--- src/rtl/core/assert_macros.svh ---
// Assertion helpers, clocked on clk, disabled while rst_n is low.
`ifndef ASSERT_MACROS_SVH
`define ASSERT_MACROS_SVH

// Property holds at every clock edge.
`define SCA_ASSERT(lbl, expr, msg) \
    lbl: assert property (@(posedge clk) disable iff (!rst_n) (expr)) else $error(msg);

// Condition implies a property at the same edge.
`define SCA_ASSERT_IMP(lbl, pre, post, msg) \
    lbl: assert property (@(posedge clk) disable iff (!rst_n) (pre) |-> (post)) \
        else $error(msg);

// Condition implies a property at the next edge.
`define SCA_ASSERT_NEXT(lbl, pre, post, msg) \
    lbl: assert property (@(posedge clk) disable iff (!rst_n) (pre) |=> (post)) \
        else $error(msg);

`endif

--- src/rtl/core/sca_pkg.sv ---
`timescale 1ns / 1ps
// ----------------------------------------------------------------------------
// sca_pkg
// Shared constants and types of the step count to angle accumulator.
// ----------------------------------------------------------------------------
package sca_pkg;

    localparam int SPR_W      = 12;
    localparam int TOTAL_W    = 24;
    localparam int COUNT_W    = 32;
    localparam int WHOLE_W    = 32;
    localparam int MICRO_W    = 21;
    localparam int DIVIDEND_W = 32;
    localparam int DATA_IN_W  = 32;
    localparam int DATA_OUT_W = 56;

    localparam logic signed [32:0] TOTAL_MAX = 33'sd5965232;
    localparam logic signed [32:0] TOTAL_MIN = -33'sd5965232;
    localparam logic [31:0]        DEG_FULL  = 32'd360;
    localparam logic [31:0]        MICRO     = 32'd1000000;

    localparam logic REQ_REPORT = 1'b0;
    localparam logic REQ_READ   = 1'b1;

    typedef enum logic [2:0] {
        ST_IDLE,
        ST_DIV1_GO,
        ST_DIV1_WAIT,
        ST_MUL,
        ST_DIV2_GO,
        ST_DIV2_WAIT,
        ST_DONE
    } state_t;

endpackage

--- src/rtl/core/sca_div.sv ---
`timescale 1ns / 1ps
// ----------------------------------------------------------------------------
// sca_div
// Radix-2 restoring divider, unsigned, one quotient bit per cycle.
// ----------------------------------------------------------------------------
`include "assert_macros.svh"

module sca_div #(
    parameter int DIVIDEND_W = sca_pkg::DIVIDEND_W,
    parameter int DIVISOR_W  = sca_pkg::SPR_W
) (
    input  logic                  clk,
    input  logic                  rst_n,
    input  logic                  start,
    input  logic [DIVIDEND_W-1:0] dividend,
    input  logic [DIVISOR_W-1:0]  divisor,
    output logic                  done,
    output logic [DIVIDEND_W-1:0] quotient,
    output logic [DIVISOR_W-1:0]  remainder
);

    import sca_pkg::*;

    localparam int CNT_W = (DIVIDEND_W > 1) ? $clog2(DIVIDEND_W) : 1;
    localparam logic [CNT_W-1:0] CNT_LAST = CNT_W'(DIVIDEND_W - 1);

    logic                  busy_reg;
    logic                  done_reg;
    logic [CNT_W-1:0]      cnt_reg;
    logic [DIVIDEND_W-1:0] quo_reg;
    logic [DIVISOR_W-1:0]  rem_reg;

    logic [DIVISOR_W+1:0]  diff;
    logic                  ge;
    logic [DIVISOR_W-1:0]  rem_next;
    logic [DIVISOR_W:0]    shifted;

    always_comb
    begin
        shifted  = {rem_reg, quo_reg[DIVIDEND_W-1]};
        diff     = {1'b0, shifted} - {2'b00, divisor};
        ge       = !diff[DIVISOR_W+1];
        rem_next = ge ? diff[DIVISOR_W-1:0] : shifted[DIVISOR_W-1:0];
    end

    always_ff @(posedge clk or negedge rst_n)
    begin
        if (!rst_n)
        begin
            busy_reg <= 1'b0;
            done_reg <= 1'b0;
            cnt_reg  <= '0;
        end
        else
        begin
            done_reg <= 1'b0;
            if (start)
            begin
                busy_reg <= 1'b1;
                cnt_reg  <= '0;
            end
            else if (busy_reg)
            begin
                cnt_reg <= cnt_reg + 1'b1;
                if (cnt_reg == CNT_LAST)
                begin
                    busy_reg <= 1'b0;
                    done_reg <= 1'b1;
                end
            end
        end
    end

    always_ff @(posedge clk)
    begin
        if (start)
        begin
            quo_reg <= dividend;
            rem_reg <= '0;
        end
        else if (busy_reg)
        begin
            quo_reg <= {quo_reg[DIVIDEND_W-2:0], ge};
            rem_reg <= rem_next;
        end
    end

    assign done      = done_reg;
    assign quotient  = quo_reg;
    assign remainder = rem_reg;

    `SCA_ASSERT_IMP(a_done_idle, done_reg, !busy_reg, "divider done while busy")
    `SCA_ASSERT_IMP(a_rem_below, done_reg, rem_reg < divisor, "remainder not below divisor")
    `SCA_ASSERT_NEXT(a_start_busy, start, busy_reg, "divider did not start")

endmodule

--- src/rtl/core/step_count_to_angle_accumulator.sv ---
`timescale 1ns / 1ps
// ----------------------------------------------------------------------------
// step_count_to_angle_accumulator
// Signed step total with range-checked reports and angle readout.
// ----------------------------------------------------------------------------
// A report word (tuser 0) adds its signed count to the step total, or is
// dropped and flagged if the total would leave +-5965232; its result passes
// through ST_DONE into the output register. A read word (tuser 1) clears
// the total and returns whole degrees and millionths of a degree, both
// truncated toward zero, computed by one shared 32-step radix-2 divider
// run twice (total*360 / steps, then remainder*1000000 / steps). One word
// is worked on at a time; a finished result sits in the output register,
// so the next word can be taken while it waits. A steps_per_rev of 0
// divides by 1.
// ----------------------------------------------------------------------------
`include "assert_macros.svh"

module step_count_to_angle_accumulator (
    input  logic                           clk,
    input  logic                           rst_n,
    input  logic                           cfg_wr_en,
    input  logic [sca_pkg::SPR_W-1:0]      cfg_wr_data,   // steps_per_rev
    input  logic                           s_axis_tvalid,
    output logic                           s_axis_tready,
    input  logic [sca_pkg::DATA_IN_W-1:0]  s_axis_tdata,  // report_count
    input  logic                           s_axis_tuser,  // req_type
    output logic                           m_axis_tvalid,
    input  logic                           m_axis_tready,
    output logic [sca_pkg::DATA_OUT_W-1:0] m_axis_tdata,  // whole_degrees, micro_degrees
    output logic                           m_axis_tuser   // dropped
);

    import sca_pkg::*;

    state_t state_reg, state_next;

    logic [SPR_W-1:0]          spr_reg;
    logic signed [TOTAL_W-1:0] total_reg;
    logic [SPR_W-1:0]          div_reg;
    logic                      neg_reg;
    logic [DIVIDEND_W-1:0]     mag_reg;
    logic                      res_drop_reg;
    logic [WHOLE_W-1:0]        res_whole_reg;
    logic [MICRO_W-1:0]        res_micro_reg;
    logic                      out_valid_reg;
    logic                      out_user_reg;
    logic [DATA_OUT_W-1:0]     out_data_reg;

    logic                      accept;
    logic                      div_start;
    logic                      out_load;
    logic                      div_done;
    logic [DIVIDEND_W-1:0]     div_quo;
    logic [SPR_W-1:0]          div_rem;

    logic signed [32:0]        sum;
    logic                      in_range;
    logic [TOTAL_W-1:0]        abs_total;
    logic [DIVIDEND_W-1:0]     scaled_mag;
    logic [DIVIDEND_W-1:0]     rem_scaled;

    assign accept = s_axis_tvalid && s_axis_tready;

    always_comb
    begin
        sum        = {{(33 - TOTAL_W){total_reg[TOTAL_W-1]}}, total_reg}
                   + {s_axis_tdata[COUNT_W-1], s_axis_tdata};
        in_range   = (sum <= TOTAL_MAX) && (sum >= TOTAL_MIN);
        abs_total  = total_reg[TOTAL_W-1] ? TOTAL_W'(-total_reg) : TOTAL_W'(total_reg);
        scaled_mag = {{(DIVIDEND_W - TOTAL_W){1'b0}}, abs_total} * DEG_FULL;
        rem_scaled = {{(DIVIDEND_W - SPR_W){1'b0}}, div_rem} * MICRO;
    end

    always_comb
    begin
        state_next = state_reg;
        unique case (state_reg)
            ST_IDLE:
            begin
                if (accept)
                begin
                    state_next = (s_axis_tuser == REQ_READ) ? ST_DIV1_GO : ST_DONE;
                end
            end
            ST_DIV1_GO:   state_next = ST_DIV1_WAIT;
            ST_DIV1_WAIT: state_next = div_done ? ST_MUL : ST_DIV1_WAIT;
            ST_MUL:       state_next = ST_DIV2_GO;
            ST_DIV2_GO:   state_next = ST_DIV2_WAIT;
            ST_DIV2_WAIT: state_next = div_done ? ST_DONE : ST_DIV2_WAIT;
            ST_DONE:      state_next = out_load ? ST_IDLE : ST_DONE;
            default:      state_next = ST_IDLE;
        endcase
    end

    always_comb
    begin
        s_axis_tready = 1'b0;
        div_start     = 1'b0;
        out_load      = 1'b0;
        unique case (state_reg)
            ST_IDLE:    s_axis_tready = 1'b1;
            ST_DIV1_GO: div_start     = 1'b1;
            ST_DIV2_GO: div_start     = 1'b1;
            ST_DONE:    out_load      = !out_valid_reg || m_axis_tready;
            default:    ;
        endcase
    end

    always_ff @(posedge clk or negedge rst_n)
    begin
        if (!rst_n)
        begin
            state_reg     <= ST_IDLE;
            spr_reg       <= SPR_W'(1);
            total_reg     <= '0;
            out_valid_reg <= 1'b0;
        end
        else
        begin
            state_reg <= state_next;
            if (cfg_wr_en)
            begin
                spr_reg <= cfg_wr_data;
            end
            if (accept)
            begin
                if (s_axis_tuser == REQ_READ)
                begin
                    total_reg <= '0;
                end
                else if (in_range)
                begin
                    total_reg <= sum[TOTAL_W-1:0];
                end
            end
            if (out_load)
            begin
                out_valid_reg <= 1'b1;
            end
            else if (m_axis_tready)
            begin
                out_valid_reg <= 1'b0;
            end
        end
    end

    always_ff @(posedge clk)
    begin
        if (accept)
        begin
            res_drop_reg  <= (s_axis_tuser == REQ_REPORT) && !in_range;
            res_whole_reg <= '0;
            res_micro_reg <= '0;
            div_reg       <= (spr_reg == '0) ? SPR_W'(1) : spr_reg;
            neg_reg       <= total_reg[TOTAL_W-1];
            mag_reg       <= scaled_mag;
        end
        if (state_reg == ST_DIV1_WAIT && div_done)
        begin
            res_whole_reg <= neg_reg ? WHOLE_W'(-div_quo) : WHOLE_W'(div_quo);
        end
        if (state_reg == ST_MUL)
        begin
            mag_reg <= rem_scaled;
        end
        if (state_reg == ST_DIV2_WAIT && div_done)
        begin
            res_micro_reg <= neg_reg ? MICRO_W'(-div_quo[MICRO_W-1:0])
                                     : div_quo[MICRO_W-1:0];
        end
        if (out_load)
        begin
            out_user_reg <= res_drop_reg;
            out_data_reg <= {{(DATA_OUT_W - WHOLE_W - MICRO_W){1'b0}},
                             res_micro_reg, res_whole_reg};
        end
    end

    sca_div #(
        .DIVIDEND_W (DIVIDEND_W),
        .DIVISOR_W  (SPR_W)
    ) u_div (
        .clk       (clk),
        .rst_n     (rst_n),
        .start     (div_start),
        .dividend  (mag_reg),
        .divisor   (div_reg),
        .done      (div_done),
        .quotient  (div_quo),
        .remainder (div_rem)
    );

    assign m_axis_tvalid = out_valid_reg;
    assign m_axis_tuser  = out_user_reg;
    assign m_axis_tdata  = out_data_reg;

    `SCA_ASSERT(a_total_range,
                (total_reg <= 24'sd5965232) && (total_reg >= -24'sd5965232),
                "step total out of range")
    `SCA_ASSERT_NEXT(a_read_clears, accept && (s_axis_tuser == REQ_READ),
                     total_reg == '0, "read did not clear total")
    `SCA_ASSERT_IMP(a_drop_zero, m_axis_tvalid && m_axis_tuser, m_axis_tdata == '0,
                    "dropped word carries an angle")
    `SCA_ASSERT_IMP(a_div_idle, div_done,
                    (state_reg == ST_DIV1_WAIT) || (state_reg == ST_DIV2_WAIT),
                    "divider done outside a wait state")

endmodule
--- config.mk ---
export PLATFORM = sky130hd
export DESIGN_NAME = step_count_to_angle_accumulator
export DESIGN_NICKNAME = d
export VERILOG_FILES = /design/src/rtl/core/sca_pkg.sv /design/src/rtl/core/sca_div.sv /design/src/rtl/core/step_count_to_angle_accumulator.sv
export VERILOG_INCLUDE_DIRS = /design/src /design/src/rtl/core
export SDC_FILE = /design/constraint.sdc
export NUM_CORES = 1
export LEC_CHECK = 0
export BUFFER_PORTS_ARGS = -buffer_cell sky130_fd_sc_hd__buf_4
export CORE_MARGIN = 2
export CORE_UTILIZATION = 50
export CTS_CLUSTER_DIAMETER = 200
export CTS_CLUSTER_SIZE = 8
export DETAILED_ROUTE_END_ITERATION = 6
export GPL_TIMING_DRIVEN = 0
export PLACE_DENSITY = 0.65
export SLEW_MARGIN = 20
export SYNTH_ARGS = -nofsm -noshare
export SYNTH_HDL_FRONTEND = slang
export SYNTH_SLANG_ARGS = --single-unit
--- constraint.sdc ---
create_clock -name clk -period 6.6 [get_ports clk]
set_input_delay 0.66 -clock clk [delete_from_list [all_inputs] [get_ports clk]]
set_output_delay 0.66 -clock clk [all_outputs]
set_load 0.01 [all_outputs]
==> results.md, run 1 <==
- Post-place instance area: between 15,000 and 20,000 um^2
- Total grt overflow: 0
- Crit Path Max Fanout: 17
- Place WS: -0.596 ns
- Number of buffers added by the clock tree synthesis step: 36
- Number of inserted filler cells in the final layout: approximately 3,100
- Total non-filler cell area in the finished layout: 20,500 um^2
- Synthesis warning total: 0
- Skew-Pair Late Insertion Delay: approximately 0.52 ns
- I/O pin count: approximately 110
- Via density per instance: approximately 5.5
- Worst slew slack as a fraction of its limit: 33.2%
- Classification of the worst setup path: flip-flop to flip-flop
- Deepest clock path buffer count: 3
- Detailed-routing iteration count for the pre-antenna-repair pass: 5
- Commonest cells in the synthesized netlist: sky130_fd_sc_hd__inv_1, sky130_fd_sc_hd__ha_1, sky130_fd_sc_hd__edfxtp_1
- Antenna Violating Nets Remaining: 0
- Clock root buffer master: sky130_fd_sc_hd__clkbuf_16
- Share of the cycle needed by the critical path after routing: between 90 and 100%
- Port Buffers: between 100 and 150
- Drt drc: 0
- Register area share after synthesis: between 30% and 40%
- Peak-usage layer in the global routing report: met2
- Starting density of the core: just over 50%
- Number of flip-flops under the largest register name: between 50 and 60
- Unrepaired setup endpoints after global routing: false
- Number of register bits inferred by synthesis: ~240
- Crit path DAT: 6.40 ns
- Share of synthesized flip-flops with an asynchronous set or reset: 19.5%
- Final hold viol count: 0
- Number of flops mapped to enable cells by yosys: between 150 and 200
- Max Clock Skew: roughly 0.026 ns
- Largest net degree at the start of global routing: 48
- Total of cells resized after clock tree synthesis: 4
- Sum of routed wire length over all layers: ~40,000 um
- Die extent in x: a little under 200 um
- Wire length of the first global-routing pass: about 66,000 um
- Transition time of the tightest slew-check pin: about 1 ns
- Share of post-route cells with drive strength above 1: approximately 12%
- Total setup buffers inserted after CTS: 0
- Max-cap check violation count: 0
- Share of the synthesized area in the top cell type: approximately 30%
- Area enclosed by the die boundary: between 30,000 and 40,000 um^2
- Cell type with the highest aggregate area in the netlist: sky130_fd_sc_hd__edfxtp_1
- Post-layout min period: around 6 ns
- Initial antenna violation count: 0
- Global-route usage over all layers: between 20% and 30%
- Hold WC Path Type: input pin to asynchronous set/reset pin
- Fin worst setup slack: 0.430 ns
- Final #Nets: about 2,200
- Number of different library cells in the post-synthesis netlist: 79
- Final Setup Violations: 0
- Number of clock sinks: 241
- Die Span Y: 194 um
- Worst hold-check slack: between 0.1 and 0.15 ns
- HPWL after detailed placement: 31,500 um
- WP data required: 6.83 ns
- Number of standard cells after synthesis: 1,752
- Main flop type after synthesis: sky130_fd_sc_hd__edfxtp_1
- GR Layer Usage met2: a little over a third
- Clock tree from TritonCTS: done
- Post-layout util: between 50% and 60%
- Status: finished clean
- Starting DRC count in detailed routing: roughly 680
- Average cell area after synthesis: around 10 um^2
- Clock-pin transition on the worst setup and hold timing paths: approximately 0.050 ns
- Cell types occupying the most area after synthesis: sky130_fd_sc_hd__edfxtp_1, sky130_fd_sc_hd__ha_1, sky130_fd_sc_hd__fa_1, sky130_fd_sc_hd__dfrtp_1, sky130_fd_sc_hd__inv_1
- Highest Clock Rate: 0.162 GHz
- Routed WL per cell: ~17 um
- Syn Std Cell Area: approximately 18,000 um^2
- Max-slew violations: 0
- Number of cell rows: 69
- Via count of the first global-routing pass: around 13,000
- Type of element launching the critical path: flip-flop
- Crit-path max cell delay: 0.59 ns
- Endpoint kind of the worst setup timing path: flip-flop
- Worst path most repeated cell: sky130_fd_sc_hd__ha_1
- Cts-stage hold buffer count: 0
- Critical path cell sequence: clkbuf_2, clkbuf_2, nand2_1, xnor2_1, ha_1, ha_1, inv_1, fa_1, inv_1, ha_1, fa_1, a21o_1, a21o_1, a2111oi_2, o31ai_1, o41ai_2, nor4_1, nor2_1, o2111ai_1, a21oi_1, xnor2_1, o22ai_1
- H-tree levels: 2
- Number of vias after detailed routing: about 13,000
- Master of the slowest instance on the critical path: sky130_fd_sc_hd__dfrtp_2
- Std-Cell Core Area: approximately 36,000 um^2
- GR met3 Demand/Resource: around 2.9%
- Met1 Resource Use GR: between 20% and 30%
- GP Congestion: ~0.89
- Top-count cell post-synth: sky130_fd_sc_hd__inv_1
- Area Overhead vs Synth: 13.8%
-- logic make-up after synthesis --
family / count (synthesis) / synth area share (%)
and+or+nand+nor: 399 / 10.5
DFF: 241 / 38.0
buffers and inverters: 263 / 5.67
muxes: 61 / 3.70
AOI/OAI and AO/OA: 369 / 13.9
other: 1 / 0.0208
adders and majority gates: 256 / 20.3
xor gates and xnor gates: 162 / 7.87
-- path summary, 6_finish.rpt --
| kind | slack, ns | from | to | cells after the start |
|---|---|---|---|---|
| max in group asynchronous | 5.98 | rst_n | total_reg[23]$_DFFE_PN0P_ | 1 |
| worst min-delay path | 0.14 | rst_n | spr_reg[11]$_DFFE_PN0P_ | 1 |
| min in group clk | 0.38 | cfg_wr_data[8] | spr_reg[8]$_DFFE_PN0P_ | 2 |
| worst max-delay path | 0.43 | total_reg[23]$_DFFE_PN0P_ | mag_reg[31]$_DFFE_PP_ | 22 |
| worst min register to register | 0.41 | res_whole_reg[19]$_SDFFCE_PN0P_ | m_axis_tdata[19]$_DFFE_PP_ | 0 |
| worst max register to register | 0.43 | total_reg[23]$_DFFE_PN0P_ | mag_reg[31]$_DFFE_PP_ | 22 |
-- critical path: cells and delay by family, from the launching register on --
family / cells / cell delay, ns
flops: 1 / 0.59
simple gates: 3 / 0.37
fa+ha+maj: 5 / 1.70
xor+xnor: 2 / 0.47
compound gates: 8 / 2.07
buf+inv: 4 / 0.67
-- layout make-up --
cell class                 count  area, um^2  area share (%)
clock buffer                  47         942            4.60
tap                          461         577            2.81
inverter                     195         732            3.57
buffer                        68         294            1.43
antenna                        1        2.50          0.0122
timing repair buffer         111         857            4.18
clock inverter                 4        57.6           0.281
multi-input combinational   1250       10200            49.7
sequential                   241        6850            33.4
-- per-stage QoR --
stage	instances	TNS (ns)
after detailed placement	2326	-2.12
final	2378	0
after global routing	2377	0
after floorplan	1754	0
after CTS	2377	0
after global placement	2320	-31.33
-- cell usage in the layout, fill, tap and decap left out, types with 7 or more instances in the layout --
master                      instances
sky130_fd_sc_hd__nand4_1           19
sky130_fd_sc_hd__inv_1            195
sky130_fd_sc_hd__clkbuf_16         36
sky130_fd_sc_hd__buf_4            113
sky130_fd_sc_hd__o31ai_1           24
sky130_fd_sc_hd__nand2b_1          15
sky130_fd_sc_hd__fa_1              61
sky130_fd_sc_hd__mux2_2            45
sky130_fd_sc_hd__o21a_1             8
sky130_fd_sc_hd__nor2b_1           13
sky130_fd_sc_hd__a31oi_1           11
sky130_fd_sc_hd__ha_1             192
sky130_fd_sc_hd__a21oi_1           76
sky130_fd_sc_hd__a22oi_1            7
sky130_fd_sc_hd__or3_1             14
sky130_fd_sc_hd__a32o_1            13
sky130_fd_sc_hd__nand2_1           91
sky130_fd_sc_hd__o21bai_1          13
sky130_fd_sc_hd__nor4_1             9
sky130_fd_sc_hd__xor2_1            80
sky130_fd_sc_hd__nand3_1           18
sky130_fd_sc_hd__nor2_1           145
sky130_fd_sc_hd__a22o_1             9
sky130_fd_sc_hd__dfrtp_1           45
sky130_fd_sc_hd__or4_1             10
sky130_fd_sc_hd__xnor2_1           82
sky130_fd_sc_hd__clkbuf_1          62
sky130_fd_sc_hd__a211oi_1          17
sky130_fd_sc_hd__o21ai_0           72
sky130_fd_sc_hd__nor3_1            29
sky130_fd_sc_hd__mux2i_1           16
sky130_fd_sc_hd__o22ai_1           18
sky130_fd_sc_hd__o211ai_1           7
sky130_fd_sc_hd__dfxtp_1           15
sky130_fd_sc_hd__a21boi_0           8
sky130_fd_sc_hd__edfxtp_1         179
sky130_fd_sc_hd__o41ai_1            9
sky130_fd_sc_hd__a21o_1            33
-- layer usage --
| layer | up-vias | part of all wire (%) |
|---|---|---|
| met5 | - | 0 |
| met4 | 0 | 2.4 |
| met3 | 51 | 3.7 |
| met2 | 259 | 47 |
| met1 | 6220 | 47 |
| li1 | 6564 | - |
Power of run 1 is not shown: default switching activity piles up to over one toggle a cycle in this logic, so the estimate is an artifact.
==> run 2, diff against run 1 <==
- PLACE_DENSITY: 0.65 -> 0.73
==> run 2 against run 1 <==
  * First-iteration DRC count rose by 6.0%
  * Clock skew rose by 0.0049 ns
  * Non-clock buffer count rose by 2
  * Final area barely moved
  * Routed wire length fell by 0.37%
  * Final cell count did not move
  * Worst hold slack improved by 0.0019 ns
  * Register-to-register slack got worse by 0.096 ns
  * Die area did not move
==> results.md, run 2 (same netlist as run 1, synthesis figures left out) <==
- GP Congestion: 0.899 (+1.2%)
- Clock tree from TritonCTS: done
- Wire length of the first global-routing pass: 64,900 um (-0.97%)
- Die extent in x: 194 um (unchanged)
- Global-route usage over all layers: 20.8% (-0.28 points)
- Std-Cell Core Area: 35,600 um^2 (unchanged)
- Post-placement cell count: 2,327 (+0.043%)
- Status: finished clean
- Final hold viol count: 0 (unchanged)
- Post-place instance area: 19,500 um^2 (about the same)
- Max-slew violations: 0 (unchanged)
- H-tree levels: 2 (unchanged)
- Starting DRC count in detailed routing: 719 (+6.0%)
- Crit path DAT: 6.49 ns (+0.09 ns)
- Crit-path max cell delay: 0.51 ns (-0.08 ns)
- Highest Clock Rate: 0.160 GHz (-1.5%)
- HPWL after detailed placement: 31,600 um (+0.41%)
- Cts-stage hold buffer count: 0 (unchanged)
- I/O pin count: 109 (unchanged)
- Via count of the first global-routing pass: 13,200 (+0.11%)
- Clock root buffer master: sky130_fd_sc_hd__clkbuf_16
- Number of clock sinks: 241 (unchanged)
- Area enclosed by the die boundary: 37,600 um^2 (unchanged)
- Largest net degree at the start of global routing: 48 (unchanged)
- Number of buffers added by the clock tree synthesis step: 36 (unchanged)
- Crit Path Max Fanout: 7 (-10)
- Via density per instance: 5.57 (+1.1%)
- Initial antenna violation count: 0 (unchanged)
- Area occupied by multi-input gates: 10,200 um^2 (about the same)
- Worst path buffer plus inverter count: 3 (-1)
- Skew-Pair Late Insertion Delay: 0.53 ns (about the same)
- Number of inserted filler cells in the final layout: 3,023 (-3.8%)
- Hold WC Path Type: input pin to asynchronous set/reset pin
- Max Clock Skew: 0.0311 ns (+0.00489 ns)
- Met1 Resource Use GR: 27.7% (-1.0 points)
- Share of the cycle needed by the critical path after routing: 94.9% (+1.5 points)
- Type of element launching the critical path: flip-flop
- Port Buffers: 105 (unchanged)
- Worst hold-check slack: 0.144 ns (+0.00186 ns)
- Sum of routed wire length over all layers: 39,500 um (-0.37%)
- Transition time of the tightest slew-check pin: 0.975 ns (-0.0251 ns)
- Worst path most repeated cell: sky130_fd_sc_hd__ha_1
- Clock-pin transition on the worst setup and hold timing paths: 0.05 ns (about the same)
- Leading cell types in the layout, fill and taps excluded: sky130_fd_sc_hd__inv_1, sky130_fd_sc_hd__ha_1, sky130_fd_sc_hd__edfxtp_1
- Number of cell rows: 69 (unchanged)
- Starting density of the core: 50.7% (unchanged)
- Deepest clock path buffer count: 3 (unchanged)
- Max-cap check violation count: 0 (unchanged)
- Antenna Violating Nets Remaining: 0 (unchanged)
- Endpoint kind of the worst setup timing path: flip-flop
- GR met3 Demand/Resource: 3.08% (+0.23 points)
- Classification of the worst setup path: flip-flop to flip-flop
- Die Span Y: 194 um (unchanged)
- R2R depth: 23 (+4.5%)
- Total number of cells along the worst setup path: 23 (+4.5%)
- Number of non-filler instances in the completed layout: 2,378 (unchanged)
- Critical path cell sequence: inv_1, ha_1, nand2_1, or4_1, nand2b_1, nand2b_1, o41ai_1, xnor2_1, ha_1, xor2_1, xnor2_1, fa_1, inv_1, ha_1, clkbuf_1, a21oi_1, nor2b_1, o21a_1, or4_1, a211oi_1, o311a_1, xor2_1, o22ai_1
- Detailed-routing iteration count for the pre-antenna-repair pass: 6 (+1)
- Crit path max-delay family: compound AO/OA/AOI/OAI gates
- Routed WL per cell: 16.6 um (-0.37%)
- Final #Nets: 2,208 (+0.091%)
- Area Overhead vs Synth: 13.8% (about the same)
- Number of vias after detailed routing: 13,200 (+1.1%)
- WP data required: 6.83 ns (about the same)
- Most common library cell in the layout ignoring fill and taps: sky130_fd_sc_hd__inv_1
- Share of post-route cells with drive strength above 1: 12.4% (+0.15 points)
- Worst slew slack as a fraction of its limit: 34.8% (+1.7 points)
- Sequential cell area: 6850 um^2 (unchanged)
- Unrepaired setup endpoints after global routing: false
- Total non-filler cell area in the finished layout: 20,500 um^2 (about the same)
- Number of flip-flops under the largest register name: 53 (unchanged)
- Final Setup Violations: 0 (unchanged)
- Master of the slowest instance on the critical path: sky130_fd_sc_hd__fa_1
- Drt drc: 0 (unchanged)
- GR Layer Usage met2: 35.5% (+0.12 points)
- Post-layout min period: 6.27 ns (+0.0962 ns)
- Total grt overflow: 0 (unchanged)
- Number of antenna cells inserted: 0 (-1)
- Peak-usage layer in the global routing report: met2
## run 2: changes by cell type in the layout (fill, tap and decap cells not counted), sizes merged
cell and delta:
inv +2, buf +2, clkbuf -1, diode -1, clkinv -2
## run 2: cell type report
class                   count  area share, %
multi-input cells        1250           49.7
clock inverters             4          0.262
plain buffers              68           1.43
flip-flops and latches    241           33.4
repair buffers            113           4.23
well taps                 461           2.81
clock buffers              46           4.58
inverters                 195           3.57
## run 2: final timing paths
path                       slack (ns)                             from                    endpoint
min reg2reg                      0.41  res_whole_reg[20]$_SDFFCE_PN0P_  m_axis_tdata[20]$_DFFE_PP_
min                              0.14                            rst_n      spr_reg[9]$_DFFE_PN0P_
min in group clk                 0.38                   cfg_wr_data[9]      spr_reg[9]$_DFFE_PN0P_
max reg2reg                      0.33         total_reg[0]$_DFFE_PN0P_       mag_reg[30]$_DFFE_PP_
max in group asynchronous        6.03                            rst_n   total_reg[23]$_DFFE_PN0P_
max                              0.33         total_reg[0]$_DFFE_PN0P_       mag_reg[30]$_DFFE_PP_
## run 2: worst reg2reg max path, cell delays in order, from the launching register on
cell and delay, ns:
sky130_fd_sc_hd__dfrtp_1 0.50, sky130_fd_sc_hd__inv_1 0.14, sky130_fd_sc_hd__ha_1 0.18, sky130_fd_sc_hd__nand2_1 0.08
sky130_fd_sc_hd__or4_1 0.45, sky130_fd_sc_hd__nand2b_1 0.21, sky130_fd_sc_hd__nand2b_1 0.23, sky130_fd_sc_hd__o41ai_1 0.36
sky130_fd_sc_hd__xnor2_1 0.24, sky130_fd_sc_hd__ha_1 0.37, sky130_fd_sc_hd__xor2_1 0.21, sky130_fd_sc_hd__xnor2_1 0.16
sky130_fd_sc_hd__fa_1 0.51, sky130_fd_sc_hd__inv_1 0.04, sky130_fd_sc_hd__ha_1 0.28, sky130_fd_sc_hd__clkbuf_1 0.18
sky130_fd_sc_hd__a21oi_1 0.23, sky130_fd_sc_hd__nor2b_1 0.07, sky130_fd_sc_hd__o21a_1 0.19, sky130_fd_sc_hd__or4_1 0.41
sky130_fd_sc_hd__a211oi_1 0.38, sky130_fd_sc_hd__o311a_1 0.24, sky130_fd_sc_hd__xor2_1 0.21, sky130_fd_sc_hd__o22ai_1 0.10
## run 2: per-layer routing
layer	up-vias	wire length, um
met3	58	1950
met1	6303	17900
li1	6559	-
met5	-	0
met4	0	885
met2	321	18800
## run 2: timing repair
| item | CTS | global route |
|---|---|---|
| buffers inserted | 0 | 1 |
| setup endpoints to repair | 6 | 4 |
| pin swaps | 0 | 1 |
| gates resized for setup | 4 | 4 |
## run 2: metrics by stage
stage	TNS [ns]	util, %	setup WS (ns)
floorplan	0	-	0.743
global placement	-27.55	54.5	-0.503
detailed placement	-2.11	54.8	-0.565
CTS	0	57.6	0.134
global route	0	57.7	0.000692
finish	0	57.7	0.333
Power of run 2 is left out for the same reason.
